===== config.mk =====
export PLATFORM = sky130hd
export DESIGN_NAME = time_bin_average_decimator
export DESIGN_NICKNAME = d
export VERILOG_FILES = /design/src/rtl/tbad_pkg.sv /design/src/rtl/tbad_accum.sv /design/src/rtl/tbad_div.sv /design/src/rtl/time_bin_average_decimator.sv
export SDC_FILE = /design/constraint.sdc
export NUM_CORES = 1
export LEC_CHECK = 0
export ABC_CLOCK_PERIOD_IN_PS = 11400
export BUFFER_PORTS_ARGS = -buffer_cell sky130_fd_sc_hd__buf_2
export CORE_AREA = 2 2 249 251
export CTS_CLUSTER_DIAMETER = 150
export CTS_CLUSTER_SIZE = 14
export DETAILED_ROUTE_END_ITERATION = 8
export DIE_AREA = 0 0 251 253
export GPL_ROUTABILITY_DRIVEN = 0
export PLACE_DENSITY_LB_ADDON = 0.1
export SYNTH_ARGS = -nofsm -noshare
export SYNTH_HDL_FRONTEND = slang
export SYNTH_SLANG_ARGS = --single-unit

===== constraint.sdc =====
create_clock -name clk -period 11.4 [get_ports clk]
set_clock_uncertainty 0.05 [all_clocks]
set_input_delay 0.57 -clock clk [delete_from_list [all_inputs] [get_ports clk]]
set_output_delay 0.57 -clock clk [all_outputs]
set_load 0.1 [all_outputs]

===== src/rtl/tbad_pkg.sv =====
`timescale 1ns / 1ps

package tbad_pkg;

	// Timestamp bits in use and fixed field widths
	localparam int TIME_BITS     = 48;
	localparam int PORT_TIME_W   = 48;
	localparam int VAL_W         = 32;
	localparam int COUNT_W       = 16;
	localparam int WIDTH_W       = 32;
	localparam int MAX_BIN_COUNT = 65535;

	// Running sums hold up to MAX_BIN_COUNT terms without overflow
	localparam int TSUM_W = TIME_BITS + COUNT_W;
	localparam int VSUM_W = VAL_W + COUNT_W;

	// Bin end needs one bit beyond the wider of start and width
	localparam int END_W = ((TIME_BITS > WIDTH_W) ? TIME_BITS : WIDTH_W) + 1;

	// Shared divider register and step counter
	localparam int DIV_W  = (TSUM_W > VSUM_W) ? TSUM_W : VSUM_W;
	localparam int STEP_W = $clog2(DIV_W);

	localparam logic [WIDTH_W-1:0] BIN_WIDTH_RESET = WIDTH_W'(1000);

	// Accumulator operations
	typedef enum logic [2:0] {
		ACC_HOLD,
		ACC_FIRST,
		ACC_JOIN,
		ACC_NEXT,
		ACC_CLEAR
	} acc_op_t;

	typedef struct packed {
		acc_op_t op;
		logic    advance;
	} acc_cmd_t;

	typedef struct packed {
		logic open;
		logic before_end;
		logic full;
	} acc_stat_t;

	// Snapshot of the open bin handed to the divider
	typedef struct packed {
		logic [TSUM_W-1:0]        tsum;
		logic signed [VSUM_W-1:0] vsum;
		logic [COUNT_W-1:0]       count;
	} bin_t;

	typedef struct packed {
		logic [PORT_TIME_W-1:0]  mean_time;
		logic signed [VAL_W-1:0] mean_value;
		logic [COUNT_W-1:0]      samples;
	} res_t;

endpackage


===== src/rtl/tbad_accum.sv =====
`timescale 1ns / 1ps

module tbad_accum (
	input  logic                             clk,
	input  logic                             arst_n,
	input  logic                             cfg_we,
	input  logic [tbad_pkg::WIDTH_W-1:0]     cfg_data,
	input  tbad_pkg::acc_cmd_t               cmd,
	input  logic [tbad_pkg::TIME_BITS-1:0]   t,
	input  logic signed [tbad_pkg::VAL_W-1:0] v,
	output tbad_pkg::acc_stat_t              stat,
	output tbad_pkg::bin_t                   bin
);
	import tbad_pkg::*;

	logic [WIDTH_W-1:0]        bin_width_q;
	logic                      series_open_q;
	logic [TIME_BITS-1:0]      bin_start_q;
	logic [TSUM_W-1:0]         time_sum_q;
	logic signed [VSUM_W-1:0]  value_sum_q;
	logic [COUNT_W-1:0]        count_q;

	logic [END_W-1:0]          bin_end;
	logic [TIME_BITS-1:0]      next_start;
	logic [TSUM_W-1:0]         t_ext;
	logic signed [VSUM_W-1:0]  v_ext;

	// Bin end and its saturated form for the next bin start
	assign bin_end = END_W'(bin_start_q) + END_W'(bin_width_q);
	assign next_start = (bin_end[END_W-1:TIME_BITS] != '0) ? {TIME_BITS{1'b1}}
		: bin_end[TIME_BITS-1:0];

	assign t_ext = TSUM_W'(t);
	assign v_ext = VSUM_W'(v);

	assign stat.open       = series_open_q;
	assign stat.before_end = END_W'(t) < bin_end;
	assign stat.full       = count_q >= COUNT_W'(MAX_BIN_COUNT);

	assign bin.tsum  = time_sum_q;
	assign bin.vsum  = value_sum_q;
	assign bin.count = count_q;

	// Hold the bin width register
	always_ff @(posedge clk or negedge arst_n) begin
		if (!arst_n) begin
			bin_width_q <= BIN_WIDTH_RESET;
		end else if (cfg_we) begin
			bin_width_q <= cfg_data;
		end
	end

	// Open, extend, advance or clear the running bin
	always_ff @(posedge clk or negedge arst_n) begin
		if (!arst_n) begin
			series_open_q <= 1'b0;
			bin_start_q   <= '0;
			time_sum_q    <= '0;
			value_sum_q   <= '0;
			count_q       <= '0;
		end else begin
			case (cmd.op)
				ACC_FIRST: begin
					series_open_q <= 1'b1;
					bin_start_q   <= t;
					time_sum_q    <= t_ext;
					value_sum_q   <= v_ext;
					count_q       <= COUNT_W'(1);
				end
				ACC_JOIN: begin
					time_sum_q  <= time_sum_q + t_ext;
					value_sum_q <= value_sum_q + v_ext;
					count_q     <= count_q + COUNT_W'(1);
				end
				ACC_NEXT: begin
					if (cmd.advance) begin
						bin_start_q <= next_start;
					end
					time_sum_q  <= t_ext;
					value_sum_q <= v_ext;
					count_q     <= COUNT_W'(1);
				end
				ACC_CLEAR: begin
					series_open_q <= 1'b0;
					time_sum_q    <= '0;
					value_sum_q   <= '0;
					count_q       <= '0;
				end
				default: begin
				end
			endcase
		end
	end

	a_open_count: assert property (@(posedge clk) disable iff (!arst_n)
		series_open_q |-> count_q != '0)
		else $error("open bin holds no samples");

	a_closed_empty: assert property (@(posedge clk) disable iff (!arst_n)
		!series_open_q |-> (count_q == '0 && time_sum_q == '0))
		else $error("closed series left sums behind");

endmodule


===== src/rtl/tbad_div.sv =====
`timescale 1ns / 1ps

module tbad_div (
	input  logic            clk,
	input  logic            arst_n,
	input  logic            start,
	input  tbad_pkg::bin_t  bin,
	output logic            done,
	output tbad_pkg::res_t  res
);
	import tbad_pkg::*;

	localparam int TSH = DIV_W - TSUM_W;
	localparam int VSH = DIV_W - VSUM_W;

	logic                 busy_q;
	logic                 done_q;
	logic                 phase_q;
	logic [STEP_W-1:0]    cnt_q;
	logic [DIV_W-1:0]     dq_q;
	logic [COUNT_W-1:0]   rem_q;
	logic [COUNT_W-1:0]   d_q;
	logic                 neg_q;
	logic [VSUM_W-1:0]    vmag_q;
	logic [TIME_BITS-1:0] tq_q;

	logic                 neg;
	logic [VSUM_W-1:0]    vmag;
	logic [COUNT_W:0]     rem_sh;
	logic [COUNT_W:0]     diff;
	logic                 ge;
	logic [DIV_W-1:0]     dq_next;
	logic                 last_step;
	logic [VSUM_W-1:0]    vq;
	logic [VSUM_W-1:0]    vq_signed;

	// Magnitude of the value sum for unsigned division
	assign neg  = bin.vsum[VSUM_W-1];
	assign vmag = neg ? VSUM_W'(-bin.vsum) : VSUM_W'(bin.vsum);

	// One restoring step: shift in a dividend bit, subtract if it fits
	assign rem_sh  = {rem_q, dq_q[DIV_W-1]};
	assign ge      = rem_sh >= {1'b0, d_q};
	assign diff    = rem_sh - {1'b0, d_q};
	assign dq_next = {dq_q[DIV_W-2:0], ge};
	assign last_step = phase_q ? (cnt_q == STEP_W'(VSUM_W - 1))
		: (cnt_q == STEP_W'(TSUM_W - 1));

	// Restore the sign of the value quotient
	assign vq        = dq_q[VSUM_W-1:0];
	assign vq_signed = neg_q ? -vq : vq;

	assign done           = done_q;
	assign res.mean_time  = PORT_TIME_W'(tq_q);
	assign res.mean_value = vq_signed[VAL_W-1:0];
	assign res.samples    = d_q;

	// Sequence time quotient, then value quotient
	always_ff @(posedge clk or negedge arst_n) begin
		if (!arst_n) begin
			busy_q  <= 1'b0;
			done_q  <= 1'b0;
			phase_q <= 1'b0;
			cnt_q   <= '0;
		end else begin
			done_q <= 1'b0;
			if (start) begin
				busy_q  <= 1'b1;
				phase_q <= 1'b0;
				cnt_q   <= '0;
			end else if (busy_q) begin
				if (last_step) begin
					cnt_q <= '0;
					if (phase_q) begin
						busy_q <= 1'b0;
						done_q <= 1'b1;
					end else begin
						phase_q <= 1'b1;
					end
				end else begin
					cnt_q <= cnt_q + STEP_W'(1);
				end
			end
		end
	end

	// Dividend, remainder and captured operands
	always_ff @(posedge clk) begin
		if (start) begin
			dq_q   <= DIV_W'(bin.tsum) << TSH;
			rem_q  <= '0;
			d_q    <= (bin.count == '0) ? COUNT_W'(1) : bin.count;
			neg_q  <= neg;
			vmag_q <= vmag;
		end else if (busy_q) begin
			if (last_step && !phase_q) begin
				tq_q  <= dq_next[TIME_BITS-1:0];
				dq_q  <= DIV_W'(vmag_q) << VSH;
				rem_q <= '0;
			end else begin
				dq_q  <= dq_next;
				rem_q <= ge ? diff[COUNT_W-1:0] : rem_sh[COUNT_W-1:0];
			end
		end
	end

	a_start_idle: assert property (@(posedge clk) disable iff (!arst_n)
		start |-> !busy_q)
		else $error("divider restarted while busy");

endmodule


===== src/rtl/time_bin_average_decimator.sv =====
`timescale 1ns / 1ps
// Channel   Direction  Handshake                 Payload
// in        sink       in_valid / in_stall       sample_time, sample_value, series_end
// out       source     out_valid / out_stall     mean_time, mean_value, bin_samples, last_point
// cfg       sink       cfg_valid / cfg_ready     cfg_data (bin_width)
//
// A sample that joins or opens a bin passes through accept (S_IDLE) and update (S_DECIDE).
// Each point emitted runs the shared restoring divider, one quotient bit per cycle:
// TIME_BITS+16 steps for the time mean and 48 for the value mean (112 at 48 bits),
// plus the emit, and a flush state ahead at series end; closing a bin and ending a series pays both.
// Reset clears the sequencer, bin state and output valid; bin_width returns to 1000.
// The result sits in an output register, so out_stall holds only that register; the
// sequencer waits to load it only when a new point is ready while it is full and out_stall is high.

module time_bin_average_decimator (
	input  logic                               clk,
	input  logic                               arst_n,
	input  logic                               in_valid,
	output logic                               in_stall,
	input  logic [tbad_pkg::PORT_TIME_W-1:0]   sample_time,
	input  logic signed [tbad_pkg::VAL_W-1:0]  sample_value,
	input  logic                               series_end,
	output logic                               out_valid,
	input  logic                               out_stall,
	output logic [tbad_pkg::PORT_TIME_W-1:0]   mean_time,
	output logic signed [tbad_pkg::VAL_W-1:0]  mean_value,
	output logic [tbad_pkg::COUNT_W-1:0]       bin_samples,
	output logic                               last_point,
	input  logic                               cfg_valid,
	output logic                               cfg_ready,
	input  logic [tbad_pkg::WIDTH_W-1:0]       cfg_data
);
	import tbad_pkg::*;

	typedef enum logic [4:0] {
		S_IDLE   = 5'b00001,
		S_DECIDE = 5'b00010,
		S_FLUSH  = 5'b00100,
		S_DIV    = 5'b01000,
		S_EMIT   = 5'b10000
	} state_t;

	state_t                  state_q;
	logic [TIME_BITS-1:0]    t_q;
	logic signed [VAL_W-1:0] v_q;
	logic                    end_q;
	logic                    last_q;

	logic                    out_valid_q;
	res_t                    out_q;
	logic                    out_last_q;

	logic                    in_accept;
	logic                    out_load;
	logic                    close_bin;
	logic                    div_start;
	logic                    div_done;
	acc_cmd_t                cmd;
	acc_stat_t               stat;
	bin_t                    bin;
	res_t                    res;

	assign in_stall  = state_q != S_IDLE;
	assign in_accept = in_valid && (state_q == S_IDLE);
	assign cfg_ready = 1'b1;

	// Close an open bin when the sample lies at or past the bin end or the bin is full
	assign close_bin = stat.open && (!stat.before_end || stat.full);
	assign out_load  = (state_q == S_EMIT) && (!out_valid_q || !out_stall);
	assign div_start = (state_q == S_FLUSH) || ((state_q == S_DECIDE) && close_bin);

	// Select the accumulator operation for this cycle
	always_comb begin
		cmd.op      = ACC_HOLD;
		cmd.advance = !stat.before_end;
		case (state_q)
			S_DECIDE: begin
				if (!stat.open) begin
					cmd.op = ACC_FIRST;
				end else if (close_bin) begin
					cmd.op = ACC_NEXT;
				end else begin
					cmd.op = ACC_JOIN;
				end
			end
			S_FLUSH: cmd.op = ACC_CLEAR;
			default: cmd.op = ACC_HOLD;
		endcase
	end

	tbad_accum u_accum (
		.clk      (clk),
		.arst_n   (arst_n),
		.cfg_we   (cfg_valid && cfg_ready),
		.cfg_data (cfg_data),
		.cmd      (cmd),
		.t        (t_q),
		.v        (v_q),
		.stat     (stat),
		.bin      (bin)
	);

	tbad_div u_div (
		.clk    (clk),
		.arst_n (arst_n),
		.start  (div_start),
		.bin    (bin),
		.done   (div_done),
		.res    (res)
	);

	// Advance the sequencer
	always_ff @(posedge clk or negedge arst_n) begin
		if (!arst_n) begin
			state_q <= S_IDLE;
			last_q  <= 1'b0;
		end else begin
			case (state_q)
				S_IDLE: begin
					if (in_accept) begin
						state_q <= S_DECIDE;
					end
				end
				S_DECIDE: begin
					if (close_bin) begin
						last_q  <= 1'b0;
						state_q <= S_DIV;
					end else if (end_q) begin
						state_q <= S_FLUSH;
					end else begin
						state_q <= S_IDLE;
					end
				end
				S_FLUSH: begin
					last_q  <= 1'b1;
					state_q <= S_DIV;
				end
				S_DIV: begin
					if (div_done) begin
						state_q <= S_EMIT;
					end
				end
				S_EMIT: begin
					if (out_load) begin
						state_q <= (!last_q && end_q) ? S_FLUSH : S_IDLE;
					end
				end
				default: state_q <= S_IDLE;
			endcase
		end
	end

	// Hold the accepted sample
	always_ff @(posedge clk) begin
		if (in_accept) begin
			t_q   <= sample_time[TIME_BITS-1:0];
			v_q   <= sample_value;
			end_q <= series_end;
		end
	end

	// Output register: load a finished point, drop it on transfer
	always_ff @(posedge clk or negedge arst_n) begin
		if (!arst_n) begin
			out_valid_q <= 1'b0;
		end else if (out_load) begin
			out_valid_q <= 1'b1;
		end else if (!out_stall) begin
			out_valid_q <= 1'b0;
		end
	end

	always_ff @(posedge clk) begin
		if (out_load) begin
			out_q      <= res;
			out_last_q <= last_q;
		end
	end

	assign out_valid   = out_valid_q;
	assign mean_time   = out_q.mean_time;
	assign mean_value  = out_q.mean_value;
	assign bin_samples = out_q.samples;
	assign last_point  = out_last_q;

	a_done_in_div: assert property (@(posedge clk) disable iff (!arst_n)
		div_done |-> state_q == S_DIV)
		else $error("divider finished outside the divide state");

	a_last_to_idle: assert property (@(posedge clk) disable iff (!arst_n)
		(out_load && last_q) |=> state_q == S_IDLE)
		else $error("series end did not return to idle");

endmodule

# == After elaboration in Yosys (flattened, before gate mapping) ==
# Index checks and enable logic that the tools add are counted.
# classes
add_sub_neg,8
order_cmp,3
eq_ne,18
mux,43
bitwise,1
reduce_logical,27
# ops
cell,count
two-way mux 64 bit,3
case mux 64 bit (3 select lines),1
case mux 48 bit (3 select lines),1
two-way mux 48 bit,2
case mux 48 bit (2 select lines),1
adder 64 x 48 -> 64 bit,1
adder 48 x 32 -> 49 bit,1
less-than comparator 48 x 49 -> 1 bit,1
adder 48 x 32 -> 48 bit,1
negation 48 bit,1
case mux 16 bit (3 select lines),1
two-way mux 47 bit,1
two-way mux 16 bit,2
two-way mux 32 bit,1
negation 32 bit,1
case mux 5 bit (5 select lines),1
two-way mux 6 bit,3
greater-or-equal comparator 17 x 16 -> 1 bit,1
adder 16 x 1 -> 16 bit (second input constant),1
greater-or-equal comparator 16 bit (second input constant),1
logical NOT 16 bit,1
two-way mux 1 bit,16
subtractor 16 bit,1
two-way mux 5 bit,3
other kinds (26),53
# totals
register_bits,596
inputBits,118
word_cells,127

# == Depth between registers and ports, before layout ==
# depth
depth_word,11
depth_mapped,27
ltp_nobuf,26

# == Hierarchy ==
# Synthesis repeated with hierarchy kept, for this count alone.
# hier_totals
cells_unflattened,3281
area_unflattened_um2,34056.4
# by_module_without_submodules
mod,instances,cells_each,area_each_um2
tbad_accum,1,2148,17949.7
tbad_div,1,902,10287.4
time_bin_average_decimator,1,231,5819.3

# == Worst setup path after synthesis ==
# No wires, ideal clock.
# synth_path
path_kind,reg2reg
from,register u_accum.bin_width_q[5]
to,"register u_div.tq_q[0], enable pin"
arrival_time_ns,9.638
required_time_ns,10.837
slack_ns,1.199
path_stages_with_launch,23
path_buffers,1
synth_period_minus_slack_ns,10.201
path_cell_list,dfstp_2 > ha_1 > a2111o_1 > o2111ai_1 > a21oi_1 > o41ai_2 > o31ai_4 > a21boi_0 > nor2_1 > xnor2_1 > ha_1 > a21o_1 > a21o_1 > a21oi_1 > o21ai_0 > a211oi_1 > a21oi_1 > nand2_1 > a21oi_2 > nor2_1 > inv_1 > clkbuf_1 > nor3_1
# synth_via
elab_chain_cells,9
# synth_lines
element,line,text
start: declaration,tbad_accum.sv:16,logic [WIDTH_W-1:0] bin_width_q;
start signal: assignment,tbad_accum.sv:49,bin_width_q <= cfg_data;
adder 48 x 32 -> 49 bit,tbad_accum.sv:29,assign bin_end = END_W'(bin_start_q) + END_W'(bin_width_q);
less-than comparator 48 x 49 -> 1 bit,tbad_accum.sv:37,assign stat.before_end = END_W'(t) < bin_end;
logical NOT 1 bit,-,
logical OR 1 bit,time_bin_average_decimator.sv:68,assign close_bin = stat.open && (!stat.before_end || stat.full);
logical AND 1 bit,time_bin_average_decimator.sv:68,
logical AND 1 bit,time_bin_average_decimator.sv:70,assign div_start = (state_q == S_FLUSH) || ((state_q == S_DECIDE) && close_bin);
logical OR 1 bit,time_bin_average_decimator.sv:70,
inverter 1 bit (no source line),-,
AND reduction 3 bit (no source line),-,
end signal: assignment,tbad_div.sv:97,tq_q <= dq_next[TIME_BITS-1:0];
end: declaration,tbad_div.sv:25,logic [TIME_BITS-1:0] tq_q;
# Every way passes these cells.
# A chain may end at the register's enable or synchronous reset.

# == Worst setup path after layout ==
# layout_path
from,register u_accum.bin_width_q[6]
to,"register u_div.tq_q[39], enable pin"
# Same word-level chain as after synthesis.

==> results_dict.tcl <==
set metrics [dict create \
    status "finished, final reports clean" \
    cp-end-kind "flip-flop" \
    critPathSlowestCell "o21ai_0" \
    synthFlopType "edfxtp_1" \
    area_growth_pct 9.83 \
    fin_setup_tns_ps 0 \
    synth_area_leaders "edfxtp_1 (32%), dfrtp_1 (17%), ha_1 (7.4%), nand2_1 (4.2%), a21oi_1 (4.0%)" \
    syn_inst 3184 \
    vias_per_cell 6.14 \
    clk_pin_slew_ps 70 \
    die_y_um 253 \
    io_pins 218 \
    dp_cells 4069 \
    powerDensity_mw_per_mm2 278 \
    synth-edff-count 355 \
    port_buffers 216 \
    crit_path_max_fanout 90 \
    cap_viol_max_count 0 \
    r2r_cells 26 \
    min_path_cells 1 \
    avgSynthCellArea_um2 10.4 \
    report.final.hold_viol_count 0 \
    rows 91 \
    clock-sinks 596 \
    p_sw_mw 4.22 \
    dr.pass1.iters 5 \
    post-route-period-util_pct 71.9 \
    cts_resized 0 \
    vias 25500 \
    die-area_mm2 0.0635 \
    synthArstFlopShare_pct 37.8 \
    ys_warn_count 0 \
    track_usage_pct 27.4 \
    fmax_mhz 122 \
    post_drt_wl_per_cell_um 20.9 \
    cp.required_ps 11600 \
    p_clk_share_pct 15.9 \
    grt_pass1_wl_um 137000 \
    grt_max_degree 99 \
    num-nets-final 3647 \
    ys_ff_latch 596 \
    clk_latency_ps 620 \
    p_total_mw 10.1 \
    hp-class "in -> reg" \
    cts-hold-fix-buffers 1 \
    slew_headroom_pct 13.1 \
    synth_top_area_share_pct 32.2 \
    start_kind "flip-flop" \
    slew_viol_final 0 \
    globalRoute.totalOverflow 0 \
    drive_above_1_share_pct 11.6 \
    critPathArrivalTime_ps 8400 \
    synthMostInstantiatedCell "nand2_1" \
    ant_nets 0 \
    syn_area_mm2 0.0331 \
    yosysUniqueCellTypes 82 \
    n_antenna_cell 0 \
    clockRootBuffer "clkbuf_16" \
    combPwrFrac_pct 47.6 \
    p_int_mw 5.87 \
    drc_errors 0 \
    power.switching_fraction_pct 41.8 \
    yosysTopAreaCell "edfxtp_1" \
    tightest_slew_ps 1300 \
    synth_nets 3501 \
    peakVddDrop_v 0.000176 \
    rsz0062_at_grt "no" \
    cts_tree "built" \
    seqPwrFrac_pct 36.5 \
    setup_viol 0 \
    clockBufferDepth 3 \
    antenna_found_initial 1 \
    synthTopCellsByCount "nand2_1 (370), edfxtp_1 (355), a21oi_1 (267)" \
    htree_levels 2 \
    path_common_cell "buf_4" \
    critPathKind "reg -> reg" \
    layout_min_cycle_time_ps 8200 \
    p_leak_nw 14.8 \
    final_cells 4159 \
    drt_wl_total_um 87100 \
    post_cts_buffers 0 \
    die_w_um 251 \
    start_util_pct 54.2 \
    cts_buffers 48 \
    critPathMaxStageDelay_ps 560 \
    hpwl_um 62100 \
    ys_seq_area_share_pct 50.3 \
    core_area_mm2 0.0610 \
    first_iter_violations 2008 \
    grt_pass1_vias 25100 \
]
-- cell families (layout without fill, tap and decap cells) --
kind of cell | count (synthesis) | in the layout | synth area share [%]
buf+inv | 227 | 412 | 2.62
fa+ha+maj | 199 | 199 | 7.62
flops | 596 | 596 | 50.3
compound gates | 975 | 975 | 18.8
other cells | 1 | 1 | 0.0113
simple gates | 900 | 900 | 12.7
xor+xnor | 220 | 220 | 5.83
mux | 66 | 66 | 2.13
-- area by class of cell --
| type | instances | area (um^2) |
|---|---|---|
| timing repair buffer | 243 | 1300 |
| inverter | 80 | 300 |
| clock buffer | 86 | 1370 |
| multi-input combinational | 2361 | 15700 |
| fill | 5157 | 24700 |
| sequential | 596 | 16600 |
| clock inverter | 3 | 55.1 |
| tap | 790 | 988 |
-- sequential cells by signal (all words and copies together) (netlist names), 5 cells and up --
name	cells
mean_time	48
u_div.vmag_q	48
u_div.dq_q	64
state_q	5
u_accum.time_sum_q	64
u_accum.bin_width_q	32
mean_value	32
u_div.cnt_q	6
t_q	48
v_q	32
u_accum.bin_start_q	48
bin_samples	16
u_div.tq_q	48
u_accum.count_q	16
u_div.d_q	16
u_accum.value_sum_q	48
u_div.rem_q	16
-- per-layer routing --
layer  part of all wire, %  vias up  global-route usage, %
li1                      -    12100                      -
met1                    43    12300                   36.9
met2                    46      877                   44.3
met3                   6.2      224                   3.53
met4                   5.1        0                   13.1
met5                     0        -                      0
-- critical path, delay by kind of cell, from the launching register on --
family          cells  cell delay, ps
compound gates     12            3570
xor+xnor            1             210
fa+ha+maj           2             550
buf+inv             4            1490
simple gates        7            1370
flops               1             530
-- power by group through the flow --
stage | clock network (mW) | registers [mW] | logic, mW
after floorplan | 0 | 3.46 | 3.73
after global placement | 0 | 3.70 | 4.58
after detailed placement | 0 | 3.72 | 4.73
after CTS | 1.64 | 3.68 | 4.76
after global routing | 1.71 | 3.76 | 5.37
final | 1.60 | 3.69 | 4.81
-- through the flow --
| stage | instance area (um^2) | hold slack, ps | setup slack [ps] | util [%] |
|---|---|---|---|---|
| after floorplan | 33100 | 224 | 1200 | - |
| after global placement | 34900 | 354 | 3590 | 57.1 |
| after detailed placement | 34900 | 355 | 3330 | 57.1 |
| after CTS | 36300 | 32.5 | 3260 | 59.5 |
| after global routing | 36300 | 46.7 | 2390 | 59.5 |
| final | 36300 | 73.0 | 3200 | 59.5 |
-- cells in the final DEF (no fill, tap or decap), types with 49 or more instances in the layout --
master / count
dfrtp_1: 218
inv_1: 78
edfxtp_1: 355
and3_1: 55
o21ai_0: 235
a31oi_1: 60
o31ai_1: 68
nand3_1: 56
buf_2: 215
xor2_1: 71
a21o_1: 89
nand2_1: 369
xnor2_1: 149
nor2_1: 182
clkbuf_16: 49
ha_1: 195
a21oi_1: 266
-- path summary, 6_finish.rpt --
| check | end | slack (ps) | startpoint |
|---|---|---|---|
| max | u_div.tq_q[39] | 3200 | u_accum.bin_width_q[6] |
| min | v_q[24] | 70 | sample_value[24] |
| max reg2reg | u_div.tq_q[39] | 3200 | u_accum.bin_width_q[6] |
| min reg2reg | mean_time[3] | 370 | u_div.tq_q[3] |
| max in group asynchronous | u_accum.count_q[7] | 9220 | arst_n |
| min in group asynchronous | u_accum.bin_start_q[36] | 550 | arst_n |
(Power assumes the default switching activity.)
